**src/sv/obm_ram.sv**
```systemverilog
`timescale 1ns / 1ps
module obm_ram #(
	parameter int WIDTH = 8,
	parameter int DEPTH = 4
) (
	input  logic                     clk,
	input  logic                     we,
	input  logic [$clog2(DEPTH)-1:0] waddr,
	input  logic [WIDTH-1:0]         wdata,
	input  logic                     re,
	input  logic [$clog2(DEPTH)-1:0] raddr,
	output logic [WIDTH-1:0]         rdata
);
	logic [WIDTH-1:0] mem [DEPTH];

	always_ff @(posedge clk) begin
		if (we) begin
			mem[waddr] <= wdata;
		end
		if (re) begin
			rdata <= mem[raddr];
		end
	end
endmodule

```
**config.mk**
```make
export PLATFORM = sky130hd
export DESIGN_NAME = obm_ram
export DESIGN_NICKNAME = d
export VERILOG_FILES = /design/src/sv/obm_ram.sv
export SDC_FILE = /design/constraint.sdc
export NUM_CORES = 1
export LEC_CHECK = 0
export ABC_AREA = 1
export BUFFER_PORTS_ARGS = -buffer_cell sky130_fd_sc_hd__buf_2
export CAP_MARGIN = 20
export CORE_ASPECT_RATIO = 0.6
export CORE_MARGIN = 2
export CORE_UTILIZATION = 55
export CTS_CLUSTER_DIAMETER = 60
export CTS_CLUSTER_SIZE = 12
export DETAILED_ROUTE_END_ITERATION = 10
export PLACE_DENSITY = 0.77
export SYNTH_ARGS = -nofsm -noshare
export SYNTH_HDL_FRONTEND = slang
export SYNTH_SLANG_ARGS = --single-unit
```
**constraint.sdc**
```tcl
create_clock -name clk -period 1.2 [get_ports clk]
set_input_delay 0 -clock clk [delete_from_list [all_inputs] [get_ports clk]]
set_output_delay 0 -clock clk [all_outputs]
set_load 0.03 [all_outputs]
```
==> results of run 1 <==
-- per-layer routing --
metal | track usage (%) | vias to the layer above
met4 | 10.4 | 0
met1 | 25.6 | 456
li1 | - | 516
met2 | 27.3 | 33
met3 | 5.91 | 5
met5 | 0 | -
-- critical path, stage by stage, from the launching register on --
cell and delay, ns:
edfxtp_1 0.37, inv_1 0.06, nand2_1 0.04, nand3_1 0.09, nand2_1 0.08
-- kinds of logic (layout without fill, tap and decap cells) --
kind of cell           after synthesis  count (layout)  share of synthesized area [%]
buffers and inverters               41              78                           10.8
AND/OR/NAND/NOR                     60              60                           15.4
flip-flops                          40              40                           73.8
-- cells in the final DEF, fill, tap and decap left out --
cell type	synthesis	routed
nand2_1	40	40
buf_2	1	22
inv_1	36	36
dlygate4sd3_1	0	8
nor3_1	4	4
clkbuf_1	0	1
inv_4	1	1
edfxtp_1	40	40
clkinv_2	0	1
nand3_1	16	16
buf_4	1	4
clkbuf_8	0	5
-- where the power goes --
| part | internal [mW] | leakage, nW | switching (mW) |
|---|---|---|---|
| Combinational | 0.0886 | 0.477 | 0.165 |
| Sequential | 1.62 | 0.373 | 0.0175 |
| Clock | 0.395 | 0.0410 | 0.416 |
| Total | 2.11 | 0.891 | 0.598 |
-- metrics by stage --
step	util, %	cell area, um2
after floorplan	-	1630
after global placement	62.6	1790
after detailed placement	62.6	1790
after CTS	68.1	1940
after global routing	68.1	1940
final	68.1	1940
-- worst max-delay path by stage --
stage | startpoint | endpoint | slack [ns]
floorplan | waddr[0] | mem[3][0] | 0.14
global placement | raddr[0] | rdata[2] | 0.33
detailed placement | raddr[0] | rdata[0] | 0.29
CTS | mem[1][0] | rdata[0] | 0.31
global route | mem[1][0] | rdata[0] | 0.26
finish | mem[1][0] | rdata[0] | 0.32
-- final cells by class --
cell class	instances	share of cell area, %
sequential	40	61.8
tap	42	2.70
clock buffer	6	3.73
multi-input combinational	60	12.9
clock inverter	1	0.258
inverter	37	7.28
timing repair buffer	34	11.3
-- state kept, by name, summed over array words and instances (netlist names) --
signal  count
mem        32
rdata       8
-- repair_timing --
item | in CTS | in global routing
hold buffers | 8 | 0
endpoints found under the hold margin | 32 | 0
setup buffers | 0 | 0
==> flow_summary.ini, run 1 <==
[floorplanning]
start_util_pct = 57.1
dieArea_um2 = 3430
core.rowCount = 15
die_h_um = 46.1
dieWidth_um = 74.2
io_pins = 23
core_area_um2 = 2850

[sta]
setup_viol = 0
rsz0062_at_grt = false
holdWs_ns = 0.0750
finalHoldViolCount = 0
drv_slew = 0
layout_min_cycle_time_ns = 0.884
finalWorstSetupSlack_ns = 0.316
tightest_slew_ns = 0.347
slew_headroom_pct = 76.9
finalCritPeriodShare_pct = 73.6
fmax_ghz = 1.13
setup_tns_ns = 0
clock_skew_ns = 0.00552

[critical_path]
r2r_start = mem[1][0]
worstPathArrival_ns = 0.92
rr_worst_depth = 4
path_class = register to register
r2r_end = rdata[0]
crit_required_ns = 1.24
cp_max_fo = 1
end_kind = register
worstSetupStartpointType = register
reg2reg_slack_ns = 0.32

[pwr]
p_total_mw = 2.70
ir_worst_vdd_mv = 0.756
leakage_nw = 0.891
p_per_area_nw_per_um2 = 1390

[cells_and_area]
drive_gt1_share_pct = 18.5
regArea_um2 = 1200
antenna_cells = 0
area_growth_pct = 19.4
instances_no_fill = 220
fin_nets = 193
fillCellCount = 222
multi_input_area_um2 = 250

[synth]
async_flop_share_pct = 0
synthTopCellsByCount = 40 x edfxtp_1, 40 x nand2_1, 36 x inv_1
synth_warnings = 0
netlist_instances = 141
synth_edf_count = 40
syn_area_per_cell_um2 = 11.5
ys_seq_elements = 40
netlist.area_leader.share_pct = 73.8
ys_types = 9
syn-cell-area_um2 = 1630
synth_nets = 156
ys_seq_area_share_pct = 73.8
synth_flop_cell = edfxtp_1
synth_area_leaders = edfxtp_1 74%, nand2_1 9.2%, inv_1 8.3%
post-synth-top-area-cell = edfxtp_1

[min_path]
min_to = rdata[4]
min_from = re
hold_path_class = primary input to register
hold-path-cell-count = 1

[grt]
grt_overflow = 0
grtUsageTotal_pct = 18.8
antenna_found_initial = 0
grt_max_degree = 18
grt_pass1_wl_um = 4280
grt_pass1_vias = 922

[routing]
wl_met1_um = 1260
wl_met3_um = 183
drc = 0
via_per_inst = 4.59
drtIter0Drc = 107
vias = 1010
antenna_left = 0
dr.pass1.iters = 4
wire_per_inst_um = 12.6
top_layer = met4
wl_um = 2780
wl_met2_um = 1280

[run_status]
status = finished clean

[placement]
place_hpwl_um = 1790
dp.cells = 205
gp_congestion = 0.773
post-place-ws_ns = 0.295
portBuffers = 22

[cts]
worstSkewPairLatency_ns = 0.28
root_buffer = clkbuf_8
cts_made_buffers = 5
clkSlewWorstSetupHoldPaths_ns = 0.07
clkSinkCount = 40
cts_resized = 0
cts_tree = yes
cts_buffer_depth = 2
ctsHtreeMaxLevel = 2

[job]
drv_cap = 0
(Power assumes the default switching activity.)
==> run 2, diff against run 1 <==
--- a/config.mk
+++ b/config.mk
@@ -10,11 +10,11 @@
 export CAP_MARGIN = 20
 export CORE_ASPECT_RATIO = 0.6
 export CORE_MARGIN = 2
-export CORE_UTILIZATION = 55
+export CORE_UTILIZATION = 50
 export CTS_CLUSTER_DIAMETER = 60
 export CTS_CLUSTER_SIZE = 12
 export DETAILED_ROUTE_END_ITERATION = 10
-export PLACE_DENSITY = 0.77
+export PLACE_DENSITY = 0.74
 export SYNTH_ARGS = -nofsm -noshare
 export SYNTH_HDL_FRONTEND = slang
 export SYNTH_SLANG_ARGS = --single-unit
==> constraint.sdc (replaced) <==
create_clock -name clk -period 0.81 [get_ports clk]
set_input_delay 0 -clock clk [delete_from_list [all_inputs] [get_ports clk]]
set_output_delay 0 -clock clk [all_outputs]
set_load 0.03 [all_outputs]
==> run 2 against run 1 <==
Against the previous run: the run now ends with setup timing left; largest cell class unchanged; count of clock-buffer cells in the layout decreased by 1; clock power rose to 2.7 times the previous value; largest power group unchanged; critical path depth unchanged; maximum frequency up 0.58%; worst hold slack got worse by 0.0082 ns; global-route usage is 1.2 points lower; core utilization grew 2.7 points; clock skew shrank 0.0028 ns; first-iteration DRC count fell by 58%; highest routed layer unchanged; worst setup slack got worse by 0.38 ns.
==> flow_summary.ini, run 2 (synthesized netlist as in run 1, its figures left out) <==
[routing]
drc = 0
dr.pass1.iters = 4
vias = 1044
wl_um = 2970
wire_per_inst_um = 13.4
via_per_inst = 4.70
antenna_left = 0
drtIter0Drc = 45

[run_status]
violations = setup timing
status = complete, but fails checks

[cts]
cts_buffer_depth = 2
ctsHtreeMaxLevel = 2
worstSkewPairLatency_ns = 0.29
root_buffer = clkbuf_8
clkSlewWorstSetupHoldPaths_ns = 0.08
clkSinkCount = 40
cts_made_buffers = 5
cts_tree = yes

[floorplanning]
start_util_pct = 54.5
dieWidth_um = 77.7
dieArea_um2 = 3740
die_h_um = 48.2
core.rowCount = 15
core_area_um2 = 2980
io_pins = 23

[grt]
grtUsageTotal_pct = 17.6
grt_pass1_vias = 1011
grt_overflow = 0
antenna_found_initial = 0
grt_pass1_wl_um = 4560
grt_max_degree = 18

[placement]
post-place-ws_ns = -0.0842
place_hpwl_um = 1960
portBuffers = 22
gp_congestion = 0.764

[sta]
slew_headroom_pct = 76.0
finalHoldViolCount = 0
setup_tns_ns = -0.618
clock_skew_ns = 0.00274
layout_min_cycle_time_ns = 0.879
finalWorstSetupSlack_ns = -0.0686
finalCritPeriodShare_pct = 108
rsz0062_at_grt = true
setup_viol = 16
fmax_ghz = 1.14
drv_slew = 0
tightest_slew_ns = 0.360

[critical_path]
path_class = register to register
cp_max_fo = 1
end_kind = register
crit_required_ns = 0.86
worstSetupStartpointType = register
worstPathArrival_ns = 0.93

[cells_and_area]
fin_nets = 194
antenna_cells = 0
area_growth_pct = 29.9
layout_commonest_cell = edfxtp_1
fillCellCount = 210
final_cell_mix = 40 x edfxtp_1, 39 x nand2_1, 36 x inv_1
final_core_util_pct = 70.9
top_regs = mem x32, rdata x8
largest_reg_flops = 32
max_flop_register = mem
drive_gt1_share_pct = 23.9

[min_path]
hold_path_class = primary input to register

[pwr]
ir_worst_vdd_mv = 1.27
p_total_mw = 5.07
leakage_nw = 0.958
p_per_area_nw_per_um2 = 2400

[job]
drv_cap = 0
run 2: cell types whose count changed in the layout (fill, tap and decap cells not counted), sizes merged:
cell | previous run | this run
buf | 26 | 27
bufinv | 0 | 3
clkbuf | 6 | 5
clkinv | 1 | 0
run 2: routing by layer:
metal / vias up / share of wire [%] / track usage (%) / routed length (um)
met3: 8 / 9.0 / 6.48 / 268
li1: 518 / - / - / -
met5: - / 0 / 0 / 0
met2: 42 / 48 / 30.5 / 1430
met4: 0 / 2.1 / 8.93 / 63
met1: 476 / 41 / 20.5 / 1210
run 2: where the power goes:
part           switching [mW]  internal, mW  total (mW)
clock network           0.665          1.54        2.21
registers              0.0359          2.40        2.44
logic                   0.255         0.172       0.428
total                   0.956          4.12        5.07
run 2: area by class of cell:
| cell class | instances | area, um2 | share of cell area, % |
|---|---|---|---|
| inverters | 37 | 141 | 6.69 |
| clock inverters | 3 | 90.1 | 4.26 |
| multi-input cells | 60 | 283 | 13.4 |
| repair buffers | 35 | 278 | 13.1 |
| flip-flops and latches | 40 | 1200 | 56.8 |
| clock buffers | 5 | 68.8 | 3.25 |
| well taps | 42 | 52.6 | 2.49 |
run 2: path summary, 6_finish.rpt:
kind,startpoint,endpoint,slack (ns),cells after the start
worst min register to register,mem[1][7],rdata[7],0.63,4
worst max-delay path,mem[3][1],rdata[1],-0.07,4
worst max register to register,mem[3][1],rdata[1],-0.07,4
worst min-delay path,re,rdata[2],0.07,1
run 2: worst max-delay path, stage by stage, from the launching register on:
cell      delay [ns]
edfxtp_1        0.37
inv_1           0.07
nand2_2         0.06
nand3_2         0.09
nand2_1         0.04
run 2: timing repair:
| item | CTS | global route |
|---|---|---|
| gates resized for setup | 16 | 3 |
| endpoints found under the hold margin | 32 | 0 |
| pin swaps | 12 | 7 |
| buffers inserted | 0 | 0 |
| endpoints found under the setup margin | 16 | 16 |
| gates cloned | 0 | 0 |
| hold buffers | 8 | 0 |
run 2: stage by stage:
| stage | std cells | hold slack, ns | area (um2) |
|---|---|---|---|
| 4_1_cts | 222 | 0.0577 | 2100 |
| 6_report | 222 | 0.0669 | 2110 |
| 3_3_place_gp | 206 | 0.213 | 1810 |
| 5_1_grt | 222 | 0.0679 | 2110 |
| 3_5_place_dp | 206 | 0.217 | 1810 |
| 2_1_floorplan | 141 | 0.0989 | 1650 |
==> run 3, diff against run 2 <==
--- a/config.mk
+++ b/config.mk
@@ -10,11 +10,11 @@
 export CAP_MARGIN = 20
 export CORE_ASPECT_RATIO = 0.6
 export CORE_MARGIN = 2
-export CORE_UTILIZATION = 50
+export CORE_UTILIZATION = 55
 export CTS_CLUSTER_DIAMETER = 60
 export CTS_CLUSTER_SIZE = 12
 export DETAILED_ROUTE_END_ITERATION = 10
-export PLACE_DENSITY = 0.74
+export PLACE_DENSITY = 0.77
 export SYNTH_ARGS = -nofsm -noshare
 export SYNTH_HDL_FRONTEND = slang
 export SYNTH_SLANG_ARGS = --single-unit
==> constraint.sdc (replaced) <==
create_clock -name clk -period 0.9 [get_ports clk]
set_input_delay 0 -clock clk [delete_from_list [all_inputs] [get_ports clk]]
set_output_delay 0 -clock clk [all_outputs]
set_load 0.03 [all_outputs]
==> run 3 against run 2 <==
Against the previous run: the flow still finishes with violations (setup timing); sequential power down 10%; critical path type unchanged; via count up 0.48%; global-route usage rose by 1.6 points; worst setup slack improved by 0.063 ns; clock power fell by 50%; highest routed layer unchanged; non-clock buffer count stayed put; clock skew up 0.0032 ns; cell area fell by 6.0%; largest power group unchanged; critical endpoint is now rdata[6]; cell count unchanged; die area down 8.5%.
==> flow_summary.ini, run 3 (synthesized netlist as in run 1, its figures left out) <==
[routing]
wl_met1_um = 1160
dr.pass1.iters = 4
via_per_inst = 4.73
wl_met2_um = 1340
wire_per_inst_um = 12.6
antenna_left = 0
drc = 0
wl_met3_um = 238
top_layer = met4
wl_um = 2800
drtIter0Drc = 43
vias = 1049

[grt]
grt_overflow = 0
grt_pass1_vias = 945
antenna_found_initial = 0
grt_max_degree = 18
grt_pass1_wl_um = 4330
grtUsageTotal_pct = 19.2

[sta]
finalCritPeriodShare_pct = 101
setup_viol = 1
tightest_slew_ns = 0.344
drv_slew = 0
setup_tns_ns = -0.00564
finalWorstSetupSlack_ns = -0.00564
fmax_ghz = 1.10
slew_headroom_pct = 77.1
rsz0062_at_grt = true
layout_min_cycle_time_ns = 0.906
finalHoldViolCount = 0
clock_skew_ns = 0.00592

[floorplanning]
die_h_um = 46.1
core.rowCount = 15
io_pins = 23
dieArea_um2 = 3430
start_util_pct = 57.1
dieWidth_um = 74.2
core_area_um2 = 2850

[critical_path]
crit_required_ns = 0.94
worstSetupStartpointType = register
end_kind = register
path_class = register to register
cp_max_fo = 1
worstPathArrival_ns = 0.95

[placement]
dp.cells = 206
portBuffers = 22
place_hpwl_um = 1810
gp_congestion = 0.809

[cts]
cts_buffer_depth = 2
worstSkewPairLatency_ns = 0.29
post-cts-setup-buffers = 0
ctsHtreeMaxLevel = 2
clkSlewWorstSetupHoldPaths_ns = 0.07
cts_made_buffers = 5
cts_tree = yes
root_buffer = clkbuf_8
clkSinkCount = 40

[cells_and_area]
layout_commonest_cell = edfxtp_1
fin_nets = 194
top_regs = mem x32, rdata x8
antenna_cells = 0
instances_no_fill = 222
max_flop_register = mem
drive_gt1_share_pct = 23.3
largest_reg_flops = 32
area_growth_pct = 22.1
final_cell_mix = 40 x edfxtp_1, 39 x nand2_1, 36 x inv_1

[pwr]
leakage_nw = 0.911
switchingPower_mw = 0.840
pwr-share-clk_pct = 30.4
ir_worst_vdd_mv = 0.932
pwr-share-comb_pct = 9.8
switching_share_pct = 23.0
p_per_area_nw_per_um2 = 1840
p_int_mw = 2.81
power_frac_seq_pct = 59.8

[run_status]
violations = setup timing
status = complete, but fails checks

[job]
drv_cap = 0

[min_path]
hold_path_class = primary input to register
## run 3: changes by cell type in the layout (fill, tap and decap cells not counted)
cell	before	now
buf_2	14	22
buf_6	8	0
bufinv_16	3	0
clkinv_1	0	1
clkinv_2	0	2
nand3_1	14	12
nand3_2	2	4
nor3_1	0	2
nor3_2	4	2
## run 3: area by class of cell
cell class	count	area, um2
sequential	40	1200
tap	42	52.6
clock buffer	5	68.8
timing repair buffer	35	228
clock inverter	3	13.8
inverter	37	141
multi-input combinational	60	283
fill	198	865
## run 3: path summary, 6_finish.rpt
path / startpoint / endpoint / slack (ns) / depth (start not counted)
max: mem[1][6] / rdata[6] / -0.006 / 4
min: re / rdata[1] / 0.07 / 1
max reg2reg: mem[1][6] / rdata[6] / -0.006 / 4
min reg2reg: mem[3][7] / rdata[7] / 0.62 / 4
## run 3: worst max-delay path, stage by stage, from the launching register on
cell,delay [ns]
edfxtp_1,0.36
inv_1,0.06
nand2_1,0.06
nand3_2,0.10
nand2_2,0.08
## run 3: power groups by stage
stage          Combinational (mW)  Sequential, mW  Clock [mW]
4_1_cts                     0.345            2.19        1.13
3_3_place_gp                0.304            2.23           0
3_5_place_dp                0.318            2.23           0
2_1_floorplan               0.146            2.28           0
6_report                    0.356            2.19        1.11
5_1_grt                     0.393            2.19        1.22
## run 3: metal layers
metal	track usage (%)	vias to the layer above
li1	-	521
met1	24.7	481
met2	28.9	40
met3	9.41	7
met4	6.79	0
met5	0	-
## run 3: timing repair
| item | in CTS | in global routing |
|---|---|---|
| pin swaps | 3 | 10 |
| endpoints found under the hold margin | 32 | 0 |
| endpoints found under the setup margin | 3 | 7 |
| resized for setup | 0 | 5 |
| hold buffers | 8 | 0 |
## run 3: stage by stage
stage               instance area, um2  hold slack [ns]  utilization, %  power (mW)  setup WS, ns
floorplan                         1640           0.0989               -        2.43        -0.158
global placement                  1800            0.210            63.2        2.53        0.0389
detailed placement                1800            0.217            63.2        2.55       -0.0333
CTS                               1970           0.0588            68.9        3.66       -0.0196
global route                      1990           0.0585            69.7        3.81       -0.0433
finish                            1990           0.0668            69.7        3.65      -0.00564
